### src/rtl/ipd_pkg.sv
// Package for the +IPD header parser: character codes, match positions, widths.
// No dependencies; used by the channel interfaces and the parser unit.
package ipd_pkg;

  localparam int LENGTH_WIDTH = 16;
  localparam int LINK_WIDTH   = 4;

  localparam logic [7:0] CH_PLUS  = 8'h2B;  // '+'
  localparam logic [7:0] CH_I     = 8'h49;  // 'I'
  localparam logic [7:0] CH_P     = 8'h50;  // 'P'
  localparam logic [7:0] CH_D     = 8'h44;  // 'D'
  localparam logic [7:0] CH_COMMA = 8'h2C;  // ','
  localparam logic [7:0] CH_COLON = 8'h3A;  // ':'
  localparam logic [7:0] CH_ZERO  = 8'h30;  // '0'
  localparam logic [7:0] CH_NINE  = 8'h39;  // '9'

  localparam logic [LENGTH_WIDTH-1:0] LEN_MAX = {LENGTH_WIDTH{1'b1}};

  typedef enum logic [2:0] {
    POS_IDLE  = 3'd0,
    POS_PLUS  = 3'd1,
    POS_I     = 3'd2,
    POS_P     = 3'd3,
    POS_D     = 3'd4,
    POS_ID    = 3'd5,
    POS_COMMA = 3'd6,
    POS_LEN   = 3'd7
  } pos_t;

  typedef struct packed {
    logic                    header_done;
    logic [LINK_WIDTH-1:0]   link_id;
    logic [LENGTH_WIDTH-1:0] payload_length;
  } res_t;

endpackage

### src/rtl/ipd_if.sv
// Valid/ready channel interfaces for the +IPD header parser.
// Depends on ipd_pkg for field widths.
interface ipd_in_if;
  logic       valid;
  logic       ready;
  logic [7:0] rx_byte;

  modport source (output valid, output rx_byte, input ready);
  modport sink   (input valid, input rx_byte, output ready);
endinterface

interface ipd_out_if;
  logic                             valid;
  logic                             ready;
  logic                             header_done;
  logic [ipd_pkg::LINK_WIDTH-1:0]   link_id;
  logic [ipd_pkg::LENGTH_WIDTH-1:0] payload_length;

  modport source (output valid, output header_done, output link_id,
                  output payload_length, input ready);
  modport sink   (input valid, input header_done, input link_id,
                  input payload_length, output ready);
endinterface

### src/rtl/ipd_header_parser_unit.sv
// +IPD header parser: one received byte in, one result out per transaction.
// Each result is registered: in the result register, or in the skid register
// while a result waits. Throughput: one byte per cycle while the skid
// register is empty, so input keeps flowing while one result waits.
// Reset (synchronous, rst_n low): parser idle, link id and length cleared,
// both output registers empty.
module ipd_header_parser_unit (
  input  logic      clk,
  input  logic      rst_n,
  ipd_in_if.sink    in_ch,
  ipd_out_if.source out_ch
);
  import ipd_pkg::*;

  // parser state
  pos_t                    pos_r, pos_nxt;
  logic [LINK_WIDTH-1:0]   link_r, link_nxt;
  logic [LENGTH_WIDTH-1:0] acc_r, acc_nxt;
  logic                    stop_r, stop_nxt;

  // output side: result register and skid register
  res_t res_nxt;
  res_t out_r, skid_r;
  logic out_vld_r, skid_vld_r;

  logic       in_fire, out_fire;
  logic [7:0] c;
  logic       is_digit;
  logic [3:0] digit;
  logic [LENGTH_WIDTH+3:0] acc_x10;  // acc*10 + digit, before saturation

  assign c        = in_ch.rx_byte;
  assign is_digit = (c >= CH_ZERO) && (c <= CH_NINE);
  assign digit    = is_digit ? 4'(c - CH_ZERO) : 4'd0;
  // x10 as shift-and-add
  assign acc_x10  = ({4'd0, acc_r} << 3) + ({4'd0, acc_r} << 1)
                    + {{LENGTH_WIDTH{1'b0}}, digit};

  assign in_fire  = in_ch.valid & in_ch.ready;
  assign out_fire = out_vld_r & out_ch.ready;

  // skid free means there is always room for one more result
  assign in_ch.ready = ~skid_vld_r;

  // next match position
  always_comb begin
    pos_nxt = pos_r;
    unique case (pos_r)
      POS_IDLE:  if (c == CH_PLUS) pos_nxt = POS_PLUS;
      POS_PLUS:  pos_nxt = (c == CH_I) ? POS_I : POS_IDLE;
      POS_I:     pos_nxt = (c == CH_P) ? POS_P : POS_IDLE;
      POS_P:     pos_nxt = (c == CH_D) ? POS_D : POS_IDLE;
      POS_D:     pos_nxt = (c == CH_COMMA) ? POS_ID : POS_IDLE;
      POS_ID:    pos_nxt = POS_COMMA;
      POS_COMMA: pos_nxt = (c == CH_COMMA) ? POS_LEN : POS_IDLE;
      POS_LEN:   if (c == CH_COLON) pos_nxt = POS_IDLE;
      default:   pos_nxt = POS_IDLE;
    endcase
  end

  // datapath and result for this byte
  always_comb begin
    link_nxt = link_r;
    acc_nxt  = acc_r;
    stop_nxt = stop_r;
    res_nxt.header_done    = 1'b0;
    res_nxt.payload_length = '0;
    unique case (pos_r)
      POS_ID: begin
        link_nxt = digit;  // non-digit gives 0
      end
      POS_COMMA: begin
        // new header: clear length state
        if (c == CH_COMMA) begin
          acc_nxt  = '0;
          stop_nxt = 1'b0;
        end
      end
      POS_LEN: begin
        if (c == CH_COLON) begin
          res_nxt.header_done    = 1'b1;
          res_nxt.payload_length = acc_r;
        end else if (is_digit && !stop_r) begin
          // saturate at all ones
          if (acc_x10 > {4'd0, LEN_MAX}) begin
            acc_nxt = LEN_MAX;
          end else begin
            acc_nxt = acc_x10[LENGTH_WIDTH-1:0];
          end
        end else begin
          stop_nxt = 1'b1;  // stray byte ends the digits, as atoi would
        end
      end
      default: begin
      end
    endcase
    res_nxt.link_id = link_nxt;
  end

  always_ff @(posedge clk) begin
    if (!rst_n) begin
      pos_r  <= POS_IDLE;
      link_r <= '0;
      acc_r  <= '0;
      stop_r <= 1'b0;
    end else if (in_fire) begin
      pos_r  <= pos_nxt;
      link_r <= link_nxt;
      acc_r  <= acc_nxt;
      stop_r <= stop_nxt;
    end
  end

  // output registers
  always_ff @(posedge clk) begin
    if (!rst_n) begin
      out_vld_r  <= 1'b0;
      skid_vld_r <= 1'b0;
    end else begin
      if (skid_vld_r) begin
        if (out_fire) begin
          out_r      <= skid_r;
          skid_vld_r <= 1'b0;
        end
      end else if (in_fire) begin
        if (!out_vld_r || out_fire) begin
          out_r     <= res_nxt;
          out_vld_r <= 1'b1;
        end else begin
          skid_r     <= res_nxt;
          skid_vld_r <= 1'b1;
        end
      end else if (out_fire) begin
        out_vld_r <= 1'b0;
      end
    end
  end

  assign out_ch.valid          = out_vld_r;
  assign out_ch.header_done    = out_r.header_done;
  assign out_ch.link_id        = out_r.link_id;
  assign out_ch.payload_length = out_r.payload_length;

endmodule
### src/flat_wrapper.sv
// flat-port wrapper written by rule: the top's interface ports become plain ports
module ipd_header_parser_unit_flat import ipd_pkg::*;
  (clk, rst_n, in_ch_valid, in_ch_rx_byte, in_ch_ready, out_ch_valid, out_ch_header_done, out_ch_link_id, out_ch_payload_length, out_ch_ready);
  ipd_in_if in_ch_i ();
  ipd_out_if out_ch_i ();
  input  logic clk;
  input  logic rst_n;
  input wire logic [$bits(in_ch_i.valid)-1:0] in_ch_valid;
  input wire logic [$bits(in_ch_i.rx_byte)-1:0] in_ch_rx_byte;
  output wire logic [$bits(in_ch_i.ready)-1:0] in_ch_ready;
  output wire logic [$bits(out_ch_i.valid)-1:0] out_ch_valid;
  output wire logic [$bits(out_ch_i.header_done)-1:0] out_ch_header_done;
  output wire logic [$bits(out_ch_i.link_id)-1:0] out_ch_link_id;
  output wire logic [$bits(out_ch_i.payload_length)-1:0] out_ch_payload_length;
  input wire logic [$bits(out_ch_i.ready)-1:0] out_ch_ready;
  assign in_ch_i.valid = in_ch_valid;
  assign in_ch_i.rx_byte = in_ch_rx_byte;
  assign in_ch_ready = in_ch_i.ready;
  assign out_ch_valid = out_ch_i.valid;
  assign out_ch_header_done = out_ch_i.header_done;
  assign out_ch_link_id = out_ch_i.link_id;
  assign out_ch_payload_length = out_ch_i.payload_length;
  assign out_ch_i.ready = out_ch_ready;
  ipd_header_parser_unit u_core (.clk(clk), .rst_n(rst_n), .in_ch(in_ch_i), .out_ch(out_ch_i));
endmodule
### config.mk
export PLATFORM = sky130hd
export DESIGN_NAME = ipd_header_parser_unit_flat
export DESIGN_NICKNAME = d
export VERILOG_FILES = /design/src/rtl/ipd_pkg.sv /design/src/rtl/ipd_if.sv /design/src/rtl/ipd_header_parser_unit.sv /design/src/flat_wrapper.sv
export SDC_FILE = /design/constraint.sdc
export NUM_CORES = 1
export LEC_CHECK = 0
export ABC_AREA = 1
export BUFFER_PORTS_ARGS = -buffer_cell sky130_fd_sc_hd__buf_2
export CORE_MARGIN = 2
export CORE_UTILIZATION = 30
export CTS_CLUSTER_DIAMETER = 80
export CTS_CLUSTER_SIZE = 14
export DETAILED_ROUTE_END_ITERATION = 16
export PLACE_DENSITY = 0.46
export SYNTH_ARGS = -nofsm -noshare
export SYNTH_HDL_FRONTEND = slang
export SYNTH_SLANG_ARGS = --single-unit
### constraint.sdc
create_clock -name clk -period 4.31 [get_ports clk]
set_input_delay 0.6465 -clock clk [delete_from_list [all_inputs] [get_ports clk]]
set_output_delay 0.6465 -clock clk [all_outputs]
set_load 0.01 [all_outputs]
## Word-level counts from Yosys, hierarchy flattened

Index checks and enable logic that the tools add are counted.
Widths: inputs -> output; s select.

- Bits in registers: 68
- Input bits: 12

- Add/subtract/negate cells: 3
- Magnitude comparators: 3
- Equal/unequal tests: 21
- Multiplexer cells: 34
- Bitwise logic cells: 4
- Reductions and logical operators: 16

Operator list:

| cell | count |
|---|---|
| $mux 16 | 6 |
| $mux 21 | 4 |
| $pmux 16 s2 | 1 |
| $eq 8x6->1 const B | 3 |
| $eq 8x7->1 const B | 3 |
| $pmux 3 s8 | 1 |
| $add 19x17->20 | 1 |
| $add 20x4->20 | 1 |
| $gt 20x16->1 const B | 1 |
| $mux 3 | 5 |
| $eq 3x3->1 const B | 4 |
| $mux 1 | 12 |
| $reduce_and 5->1 | 2 |
| $ge 8x6->1 const B | 1 |
| $le 8x6->1 const B | 1 |
| $mux 4 | 2 |
| $ne 2x1->1 const B | 4 |
| $ne 2x2->1 const B | 4 |
| $reduce_and 4->1 | 2 |
| $reduce_bool 2->1 | 4 |
| $eq 3x2->1 const B | 2 |
| $reduce_and 3->1 | 2 |
| $mux 2 | 2 |
| $sub 4x1->4 const B | 1 |
| other kinds (8) | 12 |

## Longest topological paths before layout

Gate-level depths: netlist of the first run.

- Depth in word-level cells: 9
- Mapped depth: 23
- Gate-level depth less buffers: 22

## Least setup slack after synthesis of the first run

No wires, ideal clock.

- Kind: input to register
- From: input in_ch_rx_byte[7]
- To: register u_core.acc_r[10]
- Arrival: 3.207 ns
- Path slack: 0.990 ns
- Stages: 22
- Path buffers: 1
- Cell sequence: nor2_2 -> inv_2 -> nor2_2 -> nand2_1 -> o21ai_2 -> nand2_2 -> nor2_1 -> fa_1 -> fa_1 -> nand2_1 -> nand2_1 -> nand3_1 -> nand2_1 -> nand2_1 -> nand2_1 -> nand2_1 -> nand2_1 -> nor2_4 -> buf_4 -> nand3_1 -> nand2_1 -> nand2_1

- Cells in the longest elaborated chain, start to end: 9
- Elaborated cells on any way between the ends: 17
- Those cells by class: add/sub: 1; order compare: 3; eq/ne: 5; mux: 5; reduce/logical: 3

Ends and longest elaborated chain:

| item | line | source |
|---|---|---|
| from (decl) | flat_wrapper.sv:9 | `input wire logic [$bits(in_ch_i.rx_byte)-1:0] in_ch_rx_byte;` |
| $ge 8x6->1 or $le 8x6->1 (tied branches) | ipd_header_parser_unit.sv:33 | `assign is_digit = (c >= CH_ZERO) && (c <= CH_NINE);` |
| $logic_and 1x1->1 | ipd_header_parser_unit.sv:33 |  |
| $mux 4 | ipd_header_parser_unit.sv:34 | `assign digit = is_digit ? 4'(c - CH_ZERO) : 4'd0;` |
| $add 20x4->20 | ipd_header_parser_unit.sv:37 | `+ {{LENGTH_WIDTH{1'b0}}, digit};` |
| $gt 20x16->1 | ipd_header_parser_unit.sv:85 | `if (acc_x10 > {4'd0, LEN_MAX}) begin` |
| $mux 16 | ipd_header_parser_unit.sv:85 |  |
| $mux 16 | ipd_header_parser_unit.sv:83 | `end else if (is_digit && !stop_r) begin` |
| $mux 16 | ipd_header_parser_unit.sv:80 | `if (c == CH_COLON) begin` |
| $pmux 16 s2 | ipd_header_parser_unit.sv:68 | `unique case (pos_r)` |
| to (signal assigned) | ipd_header_parser_unit.sv:109 | `acc_r <= acc_nxt;` |
| to (decl) | ipd_header_parser_unit.sv:18 | `logic [LENGTH_WIDTH-1:0] acc_r, acc_nxt;` |

Parallel ways exist; a longest one is shown, timed or not. The select of a mux whose other input is x is not followed.
A chain may end at the register's enable or synchronous reset.

## Worst setup path in the final report of the first run

- From: input in_ch_rx_byte[2]
- To: register u_core.acc_r[11]

The elaborated chain is that of the path after synthesis.

==> results of run 1 <==
==> cell usage after synthesis, types with 6 or more instances <==
| library cell | n |
|---|---|
| nand2_1 | 190 |
| inv_1 | 72 |
| edfxtp_1 | 42 |
| nand3_1 | 34 |
| nor2_1 | 33 |
| ha_1 | 31 |
| dfxtp_1 | 26 |
| a21oi_1 | 24 |
| o21ai_0 | 24 |
| nand3_2 | 10 |
| nor3_1 | 7 |
| inv_2 | 6 |
| xnor2_1 | 6 |
==> area by class of cell <==
cell class	count	area share [%]
Clock inverter	4	0.332
Inverter	78	5.97
Multi-Input combinational cell	396	44.0
Tap cell	180	4.59
Clock buffer	12	4.82
Sequential cell	68	36.3
Timing Repair Buffer	37	3.93
==> report_power, final <==
group | switching (W) | internal (W) | leakage (nW)
combinational | 0.0000540 | 0.0000250 | 1.77
sequential | 0.00000427 | 0.000709 | 0.578
clock | 0.000245 | 0.000382 | 0.123
total | 0.000303 | 0.00112 | 2.47
==> stage by stage <==
step / utilization (%) / area, um2 / total power (W) / worst slack, ps
after floorplan: - / 4300 / 0.000777 / 990
after global placement: 33.4 / 4650 / 0.000805 / 415
after detailed placement: 33.4 / 4650 / 0.000807 / 405
after CTS: 35.2 / 4900 / 0.00144 / 740
after global routing: 35.2 / 4900 / 0.00148 / 435
final: 35.2 / 4900 / 0.00142 / 733
==> worst max-delay path by stage <==
stage,start,end,slack (ps),depth (start not counted)
2_1_floorplan,in_ch_rx_byte[7],u_core.acc_r[10]$_SDFFE_PN0P_,990,22
3_3_place_gp,in_ch_rx_byte[7],u_core.acc_r[11]$_SDFFE_PN0P_,410,22
3_5_place_dp,in_ch_rx_byte[2],u_core.acc_r[11]$_SDFFE_PN0P_,410,22
4_1_cts,in_ch_rx_byte[2],u_core.acc_r[11]$_SDFFE_PN0P_,740,22
5_1_grt,in_ch_rx_byte[2],u_core.acc_r[11]$_SDFFE_PN0P_,430,22
6_report,in_ch_rx_byte[2],u_core.acc_r[11]$_SDFFE_PN0P_,730,22
==> layer usage <==
metal	part of all wire, %	global-route usage, %	vias to the layer above
met5	0	0	-
met4	1.5	4.55	0
met3	3.5	2.56	9
met2	42	18.4	53
met1	53	19.0	1442
li1	-	-	1852
==> state kept, by name (all words and copies together), names as in the netlist <==
register and count:
u_core.acc_r 16, u_core.link_r 4, u_core.out_ch.header_done 1, u_core.out_ch.link_id 4, u_core.out_ch.payload_length 16, u_core.out_ch.valid 1
u_core.pos_r 3, u_core.skid_r 21, u_core.skid_vld_r 1, u_core.stop_r 1
==> cell families after synthesis <==
| logic type | count (synthesis) |
|---|---|
| adders and majority gates | 33 |
| buffers and inverters | 90 |
| AOI/OAI and AO/OA | 52 |
| DFF | 68 |
| and+or+nand+nor | 302 |
| xor gates and xnor gates | 9 |
==> critical path, delay by kind of cell <==
| family | cells | cell delay (ps) |
|---|---|---|
| simple gates | 17 | 1900 |
| fa+ha+maj | 2 | 990 |
| buf+inv | 2 | 180 |
| compound gates | 1 | 60 |
==> metrics.md, run 1 <==
| Metric | Value |
|---|---|
| Commonest cells after routing, fill and taps aside | `nand2_1, inv_1, edfxtp_1` |
| ANT cells | `0` |
| Total of max-cap violations | `0` |
| Worst hold slack | `511 ps` |
| CTS Buf Count | `9` |
| Clk Latency, worst-skew pair | `330 ps` |
| Rows | `43` |
| CTS tree | `yes` |
| Synth area leaders | `edfxtp_1, nand2_1, dfxtp_1` |
| Required @ worst endpoint | `4520 ps` |
| Number of global-route vias before repair | `3,166` |
| Post-synthesis sequential area ratio | `41.5%` |
| Core ar. | `13,900 um2` |
| Clock Sinks | `68` |
| Die height | `124 um` |
| Worst slew margin | `64.6%` |
| Worst hold path stage count | `2` |
| Synthesized cell area | `4300 um2` |
| Clock Skew | `10.0 ps` |
| # setup viols final | `0` |
| Storage cell area | `1780 um2` |
| Syn. warnings | `0` |
| Crit path cell chain | `buf_2, inv_2, nand2_1, nor3_2, nand2_1, o21ai_2, nand2_2, nor2_1, fa_1, fa_1, nand2_1, nand2_1, nand3_1, nand2_1, nand2_1, nand2_1, nand2_1, nand2_1, nor2_4, nand3_1, nand2_1, nand2_1` |
| Slowest-stage cell, CP | `fa_1` |
| Largest family of logic cells by synthesized area | `simple AND/OR/NAND/NOR gates` |
| Htree depth | `3` |
| Fillers | `1,465` |
| Slew Limit Fails | `0` |
| Worst hold endpoint | `u_core.pos_r[0]$_SDFFE_PN0P_` |
| Maximum VDD drop | `0.130 mV` |
| Yosys cell types | `36` |
| Simple-gate share of the synthesized area | `32.0%` |
| Syn_nets | `599` |
| Area of the multi-input gates | `2160 um2` |
| Gr usage total | `12.8%` |
| Pleak | `2.47 nW` |
| Post-synthesis async set-or-reset flop share | `0%` |
| ANT nets after route | `0` |
| Postcts setup bufs | `0` |
| Clock tree buffer depth | `2` |
| RSZ-0062 raised after global routing | `false` |
| Hold_buf cts | `0` |
| Crit start category | `primary input` |
| Antenna violations before repair | `0` |
| First-pass GRT wire length | `15.5 mm` |
| Routability cong. | `0.829` |
| Initial Util | `30.8%` |
| Ys flop type | `edfxtp_1` |
| DRC errors left | `0` |
| Post-layout net count | `635` |
| Synth area leader | `edfxtp_1` |
| Die width | `124 um` |
| HPWL Detailed | `7.17 mm` |
| Drt wl/cell | `11.9 um` |
| Largest net degree at the start of global routing | `37` |
| Highest clock rate | `0.280 GHz` |
| Worst Path Arrival | `3790 ps` |
| Gr ovfl total | `0` |
| Share of layout cells above drive strength 1 | `14.1%` |
| Synth Area in Adders | `9.96%` |
| Shortest period the worst path allows | `3580 ps` |
| CP Capture Type | `flip-flop` |
| Area grow syn2layout | `14.1%` |
| Commonest non-fill, non-tap cell in the layout | `nand2_1` |
| Clock Pin Slew Worst Setup and Hold Paths | `60 ps` |
| Gate Count Post-Synth | `554` |
| Worst-margin pin slew | `531 ps` |
| EDFF count, synth | `42` |
| PostCTS Resize Cnt | `0` |
| Inst Count DP | `759` |
| Non-Filler Instances | `775` |
| R2r worst-path depth | `14` |
| Biggest fanout along the worst timing path | `16` |
| Initial DRC Count | `275` |
| Setup tns final | `0 ps` |
| Syn Area/Cell | `7.76 um2` |
| IO Port Bufs | `34` |
| Tcrit/Tclk final | `83.0%` |
| Critical path class | `primary input to flip-flop` |
| Reg2reg setup slack | `1550 ps` |
| Cell repeated most along the worst path | `nand2_1` |
| Via-per-instance ratio | `4.33` |
| #FFs+latches synth | `68` |
| Worst hold path startpoint | `u_core.pos_r[0]$_SDFFE_PN0P_` |
| Synth Area in XOR/XNOR | `1.83%` |
| Min-delay worst type | `flip-flop to flip-flop` |
| Power density of the placed cells | `290 nW/um2` |
| R2R Path End | `u_core.acc_r[11]$_SDFFE_PN0P_` |
| Max stage delay on crit path | `520 ps` |
| Num ports | `35` |
| Post-Route WL | `9.20 mm` |
| Compound-gate portion of the synthesized area | `6.32%` |
| Root buffer cell | `clkbuf_16` |
| Reg-to-Reg Start | `u_core.acc_r[2]$_SDFFE_PN0P_` |
| Post-synthesis mux area share | `0%` |
| Vias after detailed routing | `3,356` |
| Status | `finished, final reports clean` |
| Final Hold Viols | `0` |
| First-pass DRT Iterations | `4` |
| Full die area | `15,300 um2` |
| Share of Yosys cell area claimed by the top area cell type | `29.3%` |
Power figures use the tool's default switching activity.
==> inputs of run 2 (changes only) <==
--- a/config.mk
+++ b/config.mk
@@ -5,7 +5,7 @@
 export SDC_FILE = /design/constraint.sdc
 export NUM_CORES = 1
 export LEC_CHECK = 0
-export ABC_AREA = 1
+export ABC_AREA = 0
 export BUFFER_PORTS_ARGS = -buffer_cell sky130_fd_sc_hd__buf_2
 export CORE_MARGIN = 2
 export CORE_UTILIZATION = 30
==> constraint.sdc (replaced) <==
create_clock -name clk -period 3.35 [get_ports clk]
set_input_delay 0.5025 -clock clk [delete_from_list [all_inputs] [get_ports clk]]
set_output_delay 0.5025 -clock clk [all_outputs]
set_load 0.01 [all_outputs]
==> run 2 against run 1 <==
The flow now finishes with violations (setup timing). Flip-flop and latch count is the same. Synthesized cell count shrank 36%. Clock power grew 31%. Count of clock-buffer cells in the layout shrank 1. Wire length shrank 6.7%. Worst setup slack lost 1200 ps. Core utilization grew 3.1 points. Sequential power grew 28%. Clock skew shrank 4.7 ps.
==> metrics.md, run 2 <==
| Metric | Value |
|---|---|
| Syn_nets | `401 (was 599)` |
| Most frequent cells after synthesis | `edfxtp_1, nand2_1, ha_1 (was nand2_1, inv_1, edfxtp_1)` |
| Area grow syn2layout | `25.5% (was 14.1%)` |
| Required @ worst endpoint | `3560 ps (was 4520 ps)` |
| Sw frac | `21.5% (was 21.4%)` |
| Initial DRC Count | `180 (was 275)` |
| Crit start category | `primary input (unchanged)` |
| First-pass GRT wire length | `14.2 mm (was 15.5 mm)` |
| Share of layout cells above drive strength 1 | `30.4% (was 14.1%)` |
| Core ar. | `12,600 um2 (was 13,900 um2)` |
| RSZ-0062 raised after global routing | `true (was false)` |
| Gate Count Post-Synth | `356 (was 554)` |
| Clock tree buffer depth | `2 (unchanged)` |
| Maximum VDD drop | `0.235 mV (was 0.130 mV)` |
| Total of max-cap violations | `0 (unchanged)` |
| Biggest fanout along the worst timing path | `8 (was 16)` |
| Clock Pin Slew Worst Setup and Hold Paths | `50 ps (was 60 ps)` |
| Gr ovfl total | `0 (unchanged)` |
| First-pass DRT Iterations | `4 (unchanged)` |
| Worst Path Arrival | `4020 ps (was 3790 ps)` |
| Clk Latency, worst-skew pair | `330 ps (about the same)` |
| Internal | `0.00144 W (was 0.00112 W)` |
| Root buffer cell | `clkbuf_16 (unchanged)` |
| Via-per-instance ratio | `4.90 (was 4.33)` |
| Antenna violations before repair | `0 (unchanged)` |
| Clock Skew | `5.33 ps (was 10.0 ps)` |
| Largest net degree at the start of global routing | `22 (was 37)` |
| Synthesized cell area | `3830 um2 (was 4300 um2)` |
| Tcrit/Tclk final | `114%` |
| Die height | `117 um (was 124 um)` |
| Largest Register | `u_core.skid_r (unchanged)` |
| Synth area leader | `edfxtp_1 (unchanged)` |
| DRC errors left | `0 (unchanged)` |
| Worst-margin pin slew | `1230 ps (was 531 ps)` |
| Fillers | `1,221 (was 1,465)` |
| CTS Buf Count | `9 (unchanged)` |
| Power density of the placed cells | `382 nW/um2 (was 290 nW/um2)` |
| Die width | `117 um (was 124 um)` |
| Htree depth | `3 (unchanged)` |
| Layout Utilization | `38.3% (was 35.2%)` |
| Post-synthesis sequential area ratio | `46.5% (was 41.5%)` |
| Rows | `41 (was 43)` |
| Final Hold Viols | `0 (unchanged)` |
| HPWL Detailed | `6.29 mm (was 7.17 mm)` |
| Count leader, synth | `edfxtp_1 (was nand2_1)` |
| ANT nets after route | `0 (unchanged)` |
| Pleak | `2.14 nW (was 2.47 nW)` |
| Full die area | `13,700 um2 (was 15,300 um2)` |
| Critical path class | `primary input to flip-flop (unchanged)` |
| Sequential fraction of design power | `49.6% (was 50.3%)` |
| Slew Limit Fails | `0 (unchanged)` |
| Ys flop type | `edfxtp_1 (unchanged)` |
| CP Capture Type | `flip-flop (unchanged)` |
| Vias after detailed routing | `2,941 (was 3,356)` |
| Comb power frac | `5.7% (was 5.6%)` |
| Number of global-route vias before repair | `2,885 (was 3,166)` |
| Clock power share | `44.7% (was 44.2%)` |
| Violated checks | `setup timing` |
| Synth area leaders | `edfxtp_1, dfxtp_1, ha_1 (was edfxtp_1, nand2_1, dfxtp_1)` |
| Syn Area/Cell | `10.8 um2 (was 7.76 um2)` |
| Commonest non-fill, non-tap cell in the layout | `edfxtp_1 (was nand2_1)` |
| Post-synthesis async set-or-reset flop share | `0% (unchanged)` |
| Initial Util | `30.5% (was 30.8%)` |
| Post-Route WL | `8.59 mm (was 9.20 mm)` |
| Min-delay worst type | `primary input to flip-flop (was flip-flop to flip-flop)` |
| Syn. warnings | `0 (unchanged)` |
| IO Port Bufs | `34 (unchanged)` |
| Setup ws final | `-460 ps (was 733 ps)` |
| Switching pwr | `0.000394 W (was 0.000303 W)` |
| Commonest cells after routing, fill and taps aside | `edfxtp_1, nand2_1, buf_2, buf_4, ha_1 (was nand2_1, inv_1, edfxtp_1)` |
| ANT cells | `0 (unchanged)` |
| EDFF count, synth | `42 (unchanged)` |
| Routability cong. | `0.802 (was 0.829)` |
| Yosys cell types | `52 (was 36)` |
| Worst slew margin | `18.1% (was 64.6%)` |
| Status | `complete, but fails checks (was finished, final reports clean)` |
| Gr usage total | `13.3% (was 12.8%)` |
| Clock Sinks | `68 (unchanged)` |
| Post-layout net count | `468 (was 635)` |
| Place WS | `-885 ps (was 405 ps)` |
| Highest clock rate | `0.262 GHz` |
| Max FFs per register | `21 (unchanged)` |
| Drt wl/cell | `14.3 um (was 11.9 um)` |
| #FFs+latches synth | `68 (unchanged)` |
| Num ports | `35 (unchanged)` |
| # setup viols final | `16 (was 0)` |
| Share of Yosys cell area claimed by the top area cell type | `32.9% (was 29.3%)` |
| Shortest period the worst path allows | `3810 ps` |
| Hold_buf cts | `0 (unchanged)` |
| CTS tree | `yes (unchanged)` |
| Setup tns final | `-7220 ps (was 0 ps)` |
[run 2: cell types whose count changed after synthesis, moves of 10 or more]
cell and delta:
a22oi_1 +14, and2_1 +15, nand3_2 -10, mux2_2 +22, nand2_1 -149, o21ai_0 -11
nor2_1 -11, nand3_1 -26, inv_1 -67
[run 2: cell families after synthesis]
family | count (synthesis) | share of synthesized area [%]
flops | 68 | 46.5
simple gates | 121 | 16.1
xor+xnor | 11 | 2.51
buf+inv | 18 | 1.99
mux | 23 | 6.73
compound gates | 82 | 15.0
fa+ha+maj | 33 | 11.2
[run 2: worst max-delay path, cell delays in order]
cell and delay [ps]:
buf_6 100, nor4bb_4 390, and2_4 230, nand2_4 50
inv_2 40, fa_1 440, fa_2 370, a211oi_2 210
o21ai_2 80, o311a_4 360, or4_4 470, a32o_2 270
o31ai_4 180, buf_6 160, buf_12 120, nand3_2 50
[run 2: layout make-up]
type | instances | area, um2 | share of cell area [%]
Multi-Input combinational cell | 270 | 2050 | 42.7
Clock inverter | 5 | 28.8 | 0.598
Tap cell | 172 | 215 | 4.47
Timing Repair Buffer | 69 | 482 | 10.0
Clock buffer | 11 | 233 | 4.84
Inverter | 5 | 18.8 | 0.390
Sequential cell | 68 | 1780 | 37.0
[run 2: worst paths after layout]
kind | end | slack (ps) | cells past startpoint | start
worst max-delay path | u_core.acc_r[15]$_SDFFE_PN0P_ | -460 | 16 | in_ch_rx_byte[7]
worst min-delay path | u_core.skid_vld_r$_SDFF_PN0_ | 430 | 3 | in_ch_valid
worst max register to register | u_core.acc_r[15]$_SDFFE_PN0P_ | 90 | 11 | u_core.acc_r[0]$_SDFFE_PN0P_
worst min register to register | u_core.link_r[0]$_SDFFE_PN0P_ | 500 | 2 | u_core.link_r[0]$_SDFFE_PN0P_
[run 2: per-layer routing]
metal | up-vias | global-route usage [%] | part of all wire, %
met5 | - | 0 | 0
met3 | 7 | 3.14 | 3.1
met4 | 0 | 4.00 | 1.1
met1 | 1408 | 18.4 | 50
met2 | 59 | 20.9 | 45
li1 | 1467 | - | -
[run 2: power groups by stage]
stage                     clock network (W)  logic [W]  registers [W]
after detailed placement                  0   0.000102       0.000929
after CTS                          0.000843   0.000105       0.000911
after floorplan                           0  0.0000488       0.000934
final                              0.000823   0.000105       0.000911
after global routing               0.000883   0.000117       0.000913
after global placement                    0   0.000102       0.000928
[run 2: what timing repair did]
action | 4_1_cts | 5_1_grt
cloned | 1 | 0
buffers inserted | 4 | 2
pin swaps | 10 | 5
setup endpoints to repair | 16 | 16
gates resized for setup | 15 | 7
[run 2: stage by stage]
stage	power (W)	hold WS, ps	instances	instance area [um2]
global route	0.00191	469	600	4810
floorplan	0.000983	472	356	3860
finish	0.00184	435	600	4810
detailed placement	0.00103	493	577	4410
global placement	0.00103	483	577	4410
CTS	0.00186	427	598	4770
